[config.mk]
export PLATFORM = sky130hd
export DESIGN_NAME = aise_cell
export DESIGN_NICKNAME = d
export VERILOG_FILES = /design/src/rtl/core/aise_pkg.sv /design/src/rtl/core/aise_cell.sv
export SDC_FILE = /design/constraint.sdc
export NUM_CORES = 1
export LEC_CHECK = 0
export ABC_AREA = 1
export CAP_MARGIN = 20
export CORE_MARGIN = 1
export CORE_UTILIZATION = 60
export CTS_BUF_LIST = sky130_fd_sc_hd__clkbuf_16
export CTS_CLUSTER_DIAMETER = 120
export DETAILED_ROUTE_END_ITERATION = 7
export DONT_BUFFER_PORTS = 1
export GPL_TIMING_DRIVEN = 1
export PLACE_DENSITY = 0.76
export SYNTH_ARGS = -nofsm -noshare
export SYNTH_HDL_FRONTEND = slang
export SYNTH_SLANG_ARGS = --single-unit
[constraint.sdc]
create_clock -name clk -period 1.6 [get_ports clk]
set_input_delay 0.4 -clock clk [delete_from_list [all_inputs] [get_ports clk]]
set_output_delay 0.4 -clock clk [all_outputs]
set_load 0.02 [all_outputs]
[src/rtl/core/aise_pkg.sv]
// ----------------------------------------------------------------------------
// aise_pkg : shared types for the array insert / search / edit engine
// Command and status codes, word structs for both channels and the
// per-cell operation code driven along the cell row.
// ----------------------------------------------------------------------------
package aise_pkg;

    localparam int DEPTH_DEF = 512;   // default number of cells
    localparam int FIELD_W   = 10;    // width of position and count fields
    localparam int DATA_W    = 32;    // width of one held value

    typedef enum logic [1:0] {
        CMD_INSERT = 2'd0,
        CMD_SEARCH = 2'd1,
        CMD_EDIT   = 2'd2,
        CMD_DELETE = 2'd3
    } cmd_t;

    typedef enum logic [1:0] {
        ST_OK   = 2'd0,
        ST_FULL = 2'd1,
        ST_POS  = 2'd2
    } status_t;

    typedef struct packed {
        cmd_t                       cmd;
        logic [FIELD_W-1:0]         position;
        logic signed [DATA_W-1:0]   value;
    } aise_in_t;

    typedef struct packed {
        logic [FIELD_W-1:0]         match_count;
        logic [FIELD_W-1:0]         length;
        status_t                    status;
    } aise_out_t;

    // what every cell does in a given cycle
    typedef enum logic [1:0] {
        CELL_HOLD   = 2'd0,
        CELL_INSERT = 2'd1,
        CELL_EDIT   = 2'd2,
        CELL_ROTATE = 2'd3
    } cell_op_t;

endpackage

[src/rtl/core/aise_cell.sv]
// ----------------------------------------------------------------------------
// aise_cell : one storage cell of the row
// Holds one value; takes its left neighbour on insert shift, its right
// neighbour on rotate, or the new data when its index is the target.
// ----------------------------------------------------------------------------
module aise_cell
    import aise_pkg::*;
#(
    parameter int IDX = 0,
    parameter int IW  = 9
)
(
    input  logic                     clk,
    input  cell_op_t                 op,
    input  logic [IW-1:0]            slot,
    input  logic signed [DATA_W-1:0] data,
    input  logic signed [DATA_W-1:0] left,
    input  logic signed [DATA_W-1:0] right,
    output logic signed [DATA_W-1:0] q
);

    localparam logic [IW-1:0] MY_IDX = IW'(IDX);

    logic signed [DATA_W-1:0] q_reg;
    logic signed [DATA_W-1:0] q_next;

    always_comb
    begin
        q_next = q_reg;
        unique case (op)
            CELL_HOLD:
            begin
                q_next = q_reg;
            end
            CELL_INSERT:
            begin
                if (MY_IDX > slot)
                begin
                    q_next = left;
                end
                else if (MY_IDX == slot)
                begin
                    q_next = data;
                end
            end
            CELL_EDIT:
            begin
                if (MY_IDX == slot)
                begin
                    q_next = data;
                end
            end
            CELL_ROTATE:
            begin
                q_next = right;
            end
        endcase
    end

    // payload only, no reset
    always_ff @(posedge clk)
    begin
        q_reg <= q_next;
    end

    assign q = q_reg;

endmodule

==> results_dict.tcl, run 1 <==
set metrics [dict create \
    dr_total_vias 1700 \
    drc 0 \
    htree_levels 2 \
    synthesis.area_um2 2230 \
    finish.utilization_pct 69.0 \
    layout_min_cycle_time_ns 1.23 \
    cts_tree "yes" \
    vias_per_cell 5.65 \
    yosysSeqAreaShare_pct 43.0 \
    place_inst 294 \
    area_growth_pct 6.45 \
    cts.sinks 32 \
    post_cts_buffers 0 \
    largest_reg_flops 32 \
    antennaDiodeCount 0 \
    crit_path_max_fanout 14 \
    worst_pin_slew_ns 0.758 \
    dieArea_um2 3970 \
    antenna_found_initial 0 \
    skew_ns 0 \
    setup_violations 0 \
    mostFrequentLayoutCells "nand2_1 (65), nand3_1 (64), inv_1 (34)" \
    io_buffers 0 \
    postLayoutCellArea_um2 2380 \
    cts-hold-fix-buffers 0 \
    grt_pass1_wl_mm 7.47 \
    crit_top_cell "nand3_1" \
    start_util_pct 64.8 \
    hold_violations 0 \
    rows 21 \
    slowest_stage "buf_4" \
    path_cells "nor2_2 -> nand2_2 -> nor2_8 -> buf_4 -> nand3_1 -> nand3_1 -> nand2_1" \
    ant_nets 0 \
    clk_pin_slew_worst_paths_ns 0.05 \
    post-dp-hpwl_mm 3.27 \
    yosys_warnings 0 \
    place_ws_ns 0.0880 \
    start_kind "input port" \
    grt_max_degree 33 \
    slew_viol_final 0 \
    grt_pass1_vias 1726 \
    wl_per_cell_um 15.4 \
    clockBufferDepth 2 \
    maxCapViolCount 0 \
    hp-class "in -> reg" \
    grt-ovfl-total 0 \
    first_pass_iters 5 \
    syn-num-nets 364 \
    drt_iter0_drc 76 \
    drive_gt1_share_pct 22.4 \
    worstPathRequired_ns 1.62 \
    finalWirelength_mm 4.64 \
    clock-root-buffer "clkbuf_16" \
    power.leakage_nw 1.10 \
    status "finished clean" \
    setup_tns_ns 0 \
    criticalPathCategory "in -> reg" \
    globalplace.congestion 0.703 \
    fin_cells 301 \
    synth.distinct_cells 18 \
    track_usage_pct 24.0 \
    fp.coreArea_um2 3440 \
    arrival_ns 1.25 \
    clock_latency_ns 0.26 \
    power.total_mw 2.46 \
    num-nets-final 363 \
    end_kind "register" \
    postCtsResizedCells 0 \
    critPathMaxStageDelay_ns 0.21 \
    cts_buffers 5 \
    rsz0062_at_grt "no" \
    ir_drop_uv 713 \
    relSlewSlack_pct 49.4 \
    synthCells 256 \
    period_share_pct 76.8 \
    die_w_um 63.0 \
    hold_ws_ns 0.320 \
    final_common_cell "nand2_1" \
    nFillCells 291 \
    setup_ws_ns 0.371 \
    max_freq_mhz 813 \
    synth_seq_cells 32 \
    die_h_um 63.0 \
    power_density_nw_per_um2 1040 \
    ioPinCount 140 \
    place_area_um2 2240 \
    avgSynthCellArea_um2 8.72 \
]
[synth_stat cells (all sizes together)]
library cell	instances	area, µm²
o21bai	32	353
inv	36	135
nor2	5	42.5
clkbuf	3	11.3
edfxtp	32	961
nand3	65	330
nand2	67	254
or2	1	6.26
buf	15	139
[routing by layer]
metal  GRT usage (%)  share of wire, %
met1            26.0                39
met4            7.27              0.47
met2            44.1                53
met5               0                 0
met3            7.12               7.0
[final cells by class]
| cell class | count | area (µm²) | share of cell area [%] |
|---|---|---|---|
| Sequential cell | 32 | 961 | 40.4 |
| Inverter | 36 | 135 | 5.69 |
| Clock inverter | 2 | 8.76 | 0.369 |
| Timing Repair Buffer | 10 | 100 | 4.21 |
| Clock buffer | 5 | 125 | 5.27 |
| Multi-Input combinational cell | 170 | 988 | 41.6 |
| Tap cell | 46 | 57.6 | 2.42 |
[path summary, 6_finish.rpt]
kind                                 from    end  slack (ns)  depth (start not counted)
worst max-delay path              slot[8]   q[5]        0.37                          7
worst min-delay path            right[10]  q[10]        0.32                          2
worst max register to register      q[15]  q[15]        0.49                          3
worst min register to register      q[19]  q[19]        0.82                          3
[cell families (layout without fill, tap and decap cells)]
family | after synthesis | in the layout | synth area share [%]
buf+inv | 54 | 53 | 12.8
flops | 32 | 32 | 43.0
compound gates | 32 | 32 | 15.8
simple gates | 138 | 138 | 28.4
[worst max-delay path, delay by kind of cell]
family,cells,cell delay (ns)
buffers and inverters,1,0.21
and+or+nand+nor,6,0.63
[where the power goes]
part / total (mW) / internal [mW] / switching (mW) / leakage, nW
combinational: 0.336 / 0.164 / 0.173 / 0.698
sequential: 1.26 / 1.07 / 0.193 / 0.335
clock: 0.861 / 0.557 / 0.304 / 0.0709
Note: power is estimated with default switching activity, not from simulation.
==> run 2, diff against run 1 <==
ABC_AREA = 0   (was 1)
clock period = 1.3 ns   (was 1.6 ns; I/O delays follow)
==> run 2 against run 1 <==
Compared with the run above:
- largest power group unchanged
- combinational power grew 53%
- worst hold slack lost 0.00053 ns
- critical path type unchanged
- register-to-register slack lost 0.23 ns
- sequential power grew 21%
- wire length grew 15%
- synthesized cell count shrank 24%
- the run now ends with setup timing left
- sequential share of layout area shrank 1.8 points
==> results_dict.tcl, run 2 <==
set metrics [dict create \
    crit_cells 4 \
    r2r-start "q[28]" \
    setup_violations 32 \
    rows 21 \
    r2r-end "q[28]" \
    postLayoutCellArea_um2 2490 \
    power.leakage_nw 0.763 \
    cts_tree "yes" \
    largest_reg_flops 32 \
    worstPathRequired_ns 1.29 \
    synthCells 195 \
    mostFrequentLayoutCells "nand4_1 (32), nor2_1 (32), a31oi_1 (32), edfxtp_1 (32), o31ai_2 (26)" \
    yosys-top-cells-count "nor2_1 (33), a31oi_1 (32), edfxtp_1 (32), nand4_1 (32), o31ai_2 (30)" \
    synth_compound_area_share_pct 28.3 \
    dieArea_um2 3710 \
    drc 0 \
    muxShareOfSynthArea_pct 0 \
    status "finished with violations" \
    layout_min_cycle_time_ns 1.44 \
    post-dp-hpwl_mm 3.41 \
    grt_pass1_wl_mm 7.23 \
    critPathMaxStageDelay_ns 0.58 \
    slowest_stage "or4_4" \
    dr_total_vias 1771 \
    vias_per_cell 7.23 \
    end_kind "register" \
    violations "setup timing" \
    rsz0062_at_grt "yes" \
    yosysSeqAreaShare_pct 46.1 \
    antennaDiodeCount 0 \
    synth_async_sr_flop_share_pct 0 \
    relSlewSlack_pct 78.6 \
    die_h_um 60.9 \
    clock-root-buffer "clkbuf_16" \
    slew_viol_final 0 \
    synth_ff_type "edfxtp_1" \
    path_delay_family "simple AND/OR/NAND/NOR gates" \
    synth_top_area_share_pct 46.1 \
    hp-class "in -> reg" \
    power.total_mw 3.08 \
    cts.sinks 32 \
    synthesis.area_um2 2080 \
    die_w_um 60.9 \
    place_area_um2 2270 \
    setup_tns_ns -2.45 \
    nFillCells 235 \
    ioPinCount 140 \
    crit_path_max_fanout 14 \
    worst_pin_slew_ns 0.320 \
    ff2ff_setup_slack_ns 0.26 \
    area_growth_pct 19.4 \
    ant_nets 0 \
    rr_worst_depth 2 \
    max_freq_mhz 693 \
    synth_edf_count 32 \
    hold_violations 0 \
    skew_ns 0 \
    htree_levels 2 \
    power_density_nw_per_um2 1240 \
    hold_ws_ns 0.320 \
    first_pass_iters 4 \
    syn-num-nets 303 \
    io_buffers 0 \
    synthAdderAreaFrac_pct 0 \
    arrival_ns 1.44 \
    cts_buffers 5 \
    synth.distinct_cells 16 \
    clock_latency_ns 0.26 \
    synth_seq_cells 32 \
    crit_buf_inv 1 \
    path_cells "or4_4 -> buf_12 -> o31ai_2 -> a31oi_1" \
    finalWirelength_mm 5.36 \
    drive_gt1_share_pct 34.2 \
    globalplace.congestion 0.739 \
    avgSynthCellArea_um2 10.7 \
    ir_drop_uv 877 \
    crit_end "q[28]" \
    yosys_warnings 0 \
    grt_pass1_vias 1513 \
    wl_per_cell_um 21.9 \
    place_ws_ns -0.390 \
    drt_iter0_drc 150 \
    maxCapViolCount 0 \
    crit_start "slot[0]" \
    synth_top_family_by_area "compound AO/OA/AOI/OAI gates" \
    grt_max_degree 45 \
    clk_pin_slew_worst_paths_ns 0.05 \
    synth_most_common_cell "nor2_1" \
    antenna_found_initial 0 \
    criticalPathCategory "in -> reg" \
    synth_xor_area_share_pct 0 \
    synth_area_leader_cell "edfxtp_1" \
    num-nets-final 307 \
    fp.coreArea_um2 3340 \
    clockBufferDepth 2 \
    period_share_pct 111 \
    grt-ovfl-total 0 \
    synthTopCellsByArea "edfxtp_1 (46%), o31ai_2 (18%), a31oi_1 (9.6%)" \
    track_usage_pct 27.1 \
    start_kind "input port" \
    synth-simple-area-share_pct 18.0 \
    start_util_pct 62.5 \
    setup_ws_ns -0.144 \
]
run 2: cell types whose count changed after synthesis, sizes merged, moves of 5 or more:
cell,before,now
o21bai,32,0
o31ai,0,32
nand4,0,32
clkbuf,3,17
nor2,5,33
buf,15,10
nand2,67,1
inv,36,0
nand3,65,0
a31oi,0,32
run 2: worst min-delay path by stage:
stage | cells after the start | slack, ns | to | start
after floorplan | 2 | 0.58 | q[6] | right[6]
after global placement | 2 | 0.58 | q[27] | right[27]
after detailed placement | 2 | 0.59 | q[20] | right[20]
after CTS | 2 | 0.31 | q[11] | right[11]
after global routing | 2 | 0.32 | q[20] | right[20]
final | 2 | 0.32 | q[14] | right[14]
run 2: cell type report:
type                    instances  area, µm²  area share (%)
repair buffers                 24        300            12.1
multi-input cells             136       1040            41.7
clock buffers                   5        125            5.03
clock inverters                 2       7.51           0.302
flip-flops and latches         32        961            38.6
well taps                      46       57.6            2.31
run 2: logic make-up after synthesis:
family	Yosys count
AO/OA/AOI/OAI	64
buffers and inverters	27
flip-flops	32
AND/OR/NAND/NOR	72
run 2: per-layer routing:
metal  GRT usage (%)  part of all wire [%]
met1            34.5                    39
met2            43.0                    50
met3            8.74                    10
met4            10.7                   1.3
met5               0                     0
run 2: repair_timing:
item / CTS / global route
endpoints found under the setup margin: 32 / 30
cloned: 1 / 0
pin swaps: 1 / 0
hold buffers: 0 / 0
buffers inserted: 0 / 1
hold endpoints to repair: 0 / 0
resized for setup: 3 / 5
run 2: stage by stage:
step | utilization, % | instances
after floorplan | - | 195
after global placement | 68.0 | 236
after detailed placement | 68.0 | 236
after CTS | 73.2 | 244
after global routing | 74.6 | 245
final | 74.6 | 245
run 2: where the power goes:
group | leakage (nW) | switching (mW) | internal, mW
Combinational | 0.383 | 0.282 | 0.233
Sequential | 0.316 | 0.215 | 1.30
Clock | 0.0648 | 0.371 | 0.683
==> run 3, diff against run 2 <==
==> constraint.sdc (replaced) <==
create_clock -name clk -period 1.3 [get_ports clk]
set_input_delay 0.325 -clock clk [delete_from_list [all_inputs] [get_ports clk]]
set_output_delay 0.325 -clock clk [all_outputs]
set_load 0.1 [all_outputs]
==> run 3 against run 2 <==
Compared with the run above:
- the run still ends with setup timing left
- critical path type unchanged
- clock skew stayed put
- critical endpoint is now q[2]
- wire length rose by 58%
- non-clock buffer count grew 26
- setup slack worse by 0.082 ns
- combinational power increased to 3.6 times the previous value
- worst hold slack improved by 0.0012 ns
- sequential cell count stayed put
- largest cell class unchanged
- sequential share of layout area is 7.7 points lower
- count of clock-buffer cells in the layout unchanged
- via count is 27% higher
- register-to-register slack lost 0.08 ns
==> results_dict.tcl, run 3 (synthesis results as in run 2) <==
set metrics [dict create \
    clock_latency_ns 0.28 \
    start_util_pct 62.5 \
    post-dp-hpwl_mm 3.99 \
    ant_nets 0 \
    dieArea_um2 3710 \
    clockBufferDepth 2 \
    skew_ns 0 \
    relSlewSlack_pct 79.1 \
    antenna_found_initial 0 \
    first_pass_iters 5 \
    place_area_um2 2820 \
    io_buffers 0 \
    drive_gt1_share_pct 42.0 \
    fp.coreArea_um2 3340 \
    crit_path_max_fanout 16 \
    worst_pin_slew_ns 0.312 \
    ioPinCount 140 \
    setup_violations 37 \
    wl_per_cell_um 31.2 \
    cts_tree "yes" \
    maxCapViolCount 0 \
    cts_buffers 5 \
    dr_total_vias 2242 \
    setup_ws_ns -0.226 \
    antennaDiodeCount 0 \
    drc 0 \
    power_density_nw_per_um2 1420 \
    status "finished with violations" \
    violations "setup timing" \
    num-nets-final 333 \
    max_freq_mhz 655 \
    slew_viol_final 0 \
    period_share_pct 117 \
    worstPathRequired_ns 1.31 \
    track_usage_pct 37.1 \
    vias_per_cell 8.24 \
    arrival_ns 1.54 \
    mostFrequentLayoutCells "buf_12 (37), nand4_1 (32), nor2_1 (32), edfxtp_1 (32), a31oi_1 (31)" \
    rsz0062_at_grt "yes" \
    criticalPathCategory "in -> reg" \
    hold_violations 0 \
    power.total_mw 4.42 \
    die_w_um 60.9 \
    grt_pass1_vias 1802 \
    cts.sinks 32 \
    drt_iter0_drc 284 \
    cts-hold-fix-buffers 0 \
    die_h_um 60.9 \
    finalWirelength_mm 8.48 \
    clock-root-buffer "clkbuf_16" \
    rows 21 \
    hp-class "in -> reg" \
    final_common_cell "buf_12" \
    grt_pass1_wl_mm 9.45 \
    globalplace.congestion 0.759 \
    power.leakage_nw 1.06 \
    grt-ovfl-total 0 \
    largest_reg_flops 32 \
    postLayoutCellArea_um2 3110 \
    htree_levels 2 \
    layout_min_cycle_time_ns 1.53 \
    end_kind "register" \
    grt_max_degree 45 \
    ir_drop_uv 1530 \
    start_kind "input port" \
    clk_pin_slew_worst_paths_ns 0.05 \
    area_growth_pct 49.3 \
]
## run 3: cell types whose count changed in the layout (fill, tap and decap cells not counted), sizes merged
cell / delta
buf: +25
inv: +2
clkinv: -1
clkbuf: +1
## run 3: critical path, stage by stage
cell	delay, ns
or4_4	0.58
buf_16	0.20
o31ai_2	0.27
a31oi_1	0.16
## run 3: layout make-up
| type | instances | area (µm²) |
|---|---|---|
| Clock buffer | 5 | 125 |
| Fill cell | 110 | 224 |
| Timing Repair Buffer | 50 | 896 |
| Sequential cell | 32 | 961 |
| Tap cell | 46 | 57.6 |
| Clock inverter | 3 | 11.3 |
| Multi-Input combinational cell | 136 | 1060 |
## run 3: metal layers
metal,vias to the layer above,wire [µm],track usage [%]
li1,855,-,-
met2,240,4060,60.3
met5,-,0,0
met1,1078,2670,44.5
met4,0,642,20.8
met3,69,1110,10.2
## run 3: metrics by stage
step / setup slack (ns) / cells / TNS [ns] / hold slack (ns) / utilization (%)
floorplan: -0.348 / 195 / -10.90 / 0.579 / -
global placement: -0.339 / 259 / -10.36 / 0.583 / 84.4
detailed placement: -0.394 / 259 / -11.16 / 0.589 / 84.4
CTS: -0.0961 / 268 / -1.79 / 0.303 / 89.5
global route: -0.225 / 272 / -5.39 / 0.315 / 93.3
finish: -0.226 / 272 / -4.84 / 0.321 / 93.3
## run 3: repair_timing
item,CTS,global route
setup buffers,0,3
gates cloned,1,1
pin swaps,0,1
endpoints found under the setup margin,32,35
resized for setup,2,10
## run 3: path summary, 6_finish.rpt
check | end | slack, ns | cells past startpoint | start
worst min register to register | q[11] | 0.79 | 2 | q[11]
worst max register to register | q[20] | 0.18 | 3 | q[20]
worst min-delay path | q[21] | 0.32 | 2 | right[21]
worst max-delay path | q[2] | -0.23 | 4 | slot[3]
## run 3: power breakdown
part	internal (mW)	switching, mW	total (mW)
combinational	0.638	1.21	1.85
clock	0.687	0.409	1.10
sequential	1.30	0.173	1.47
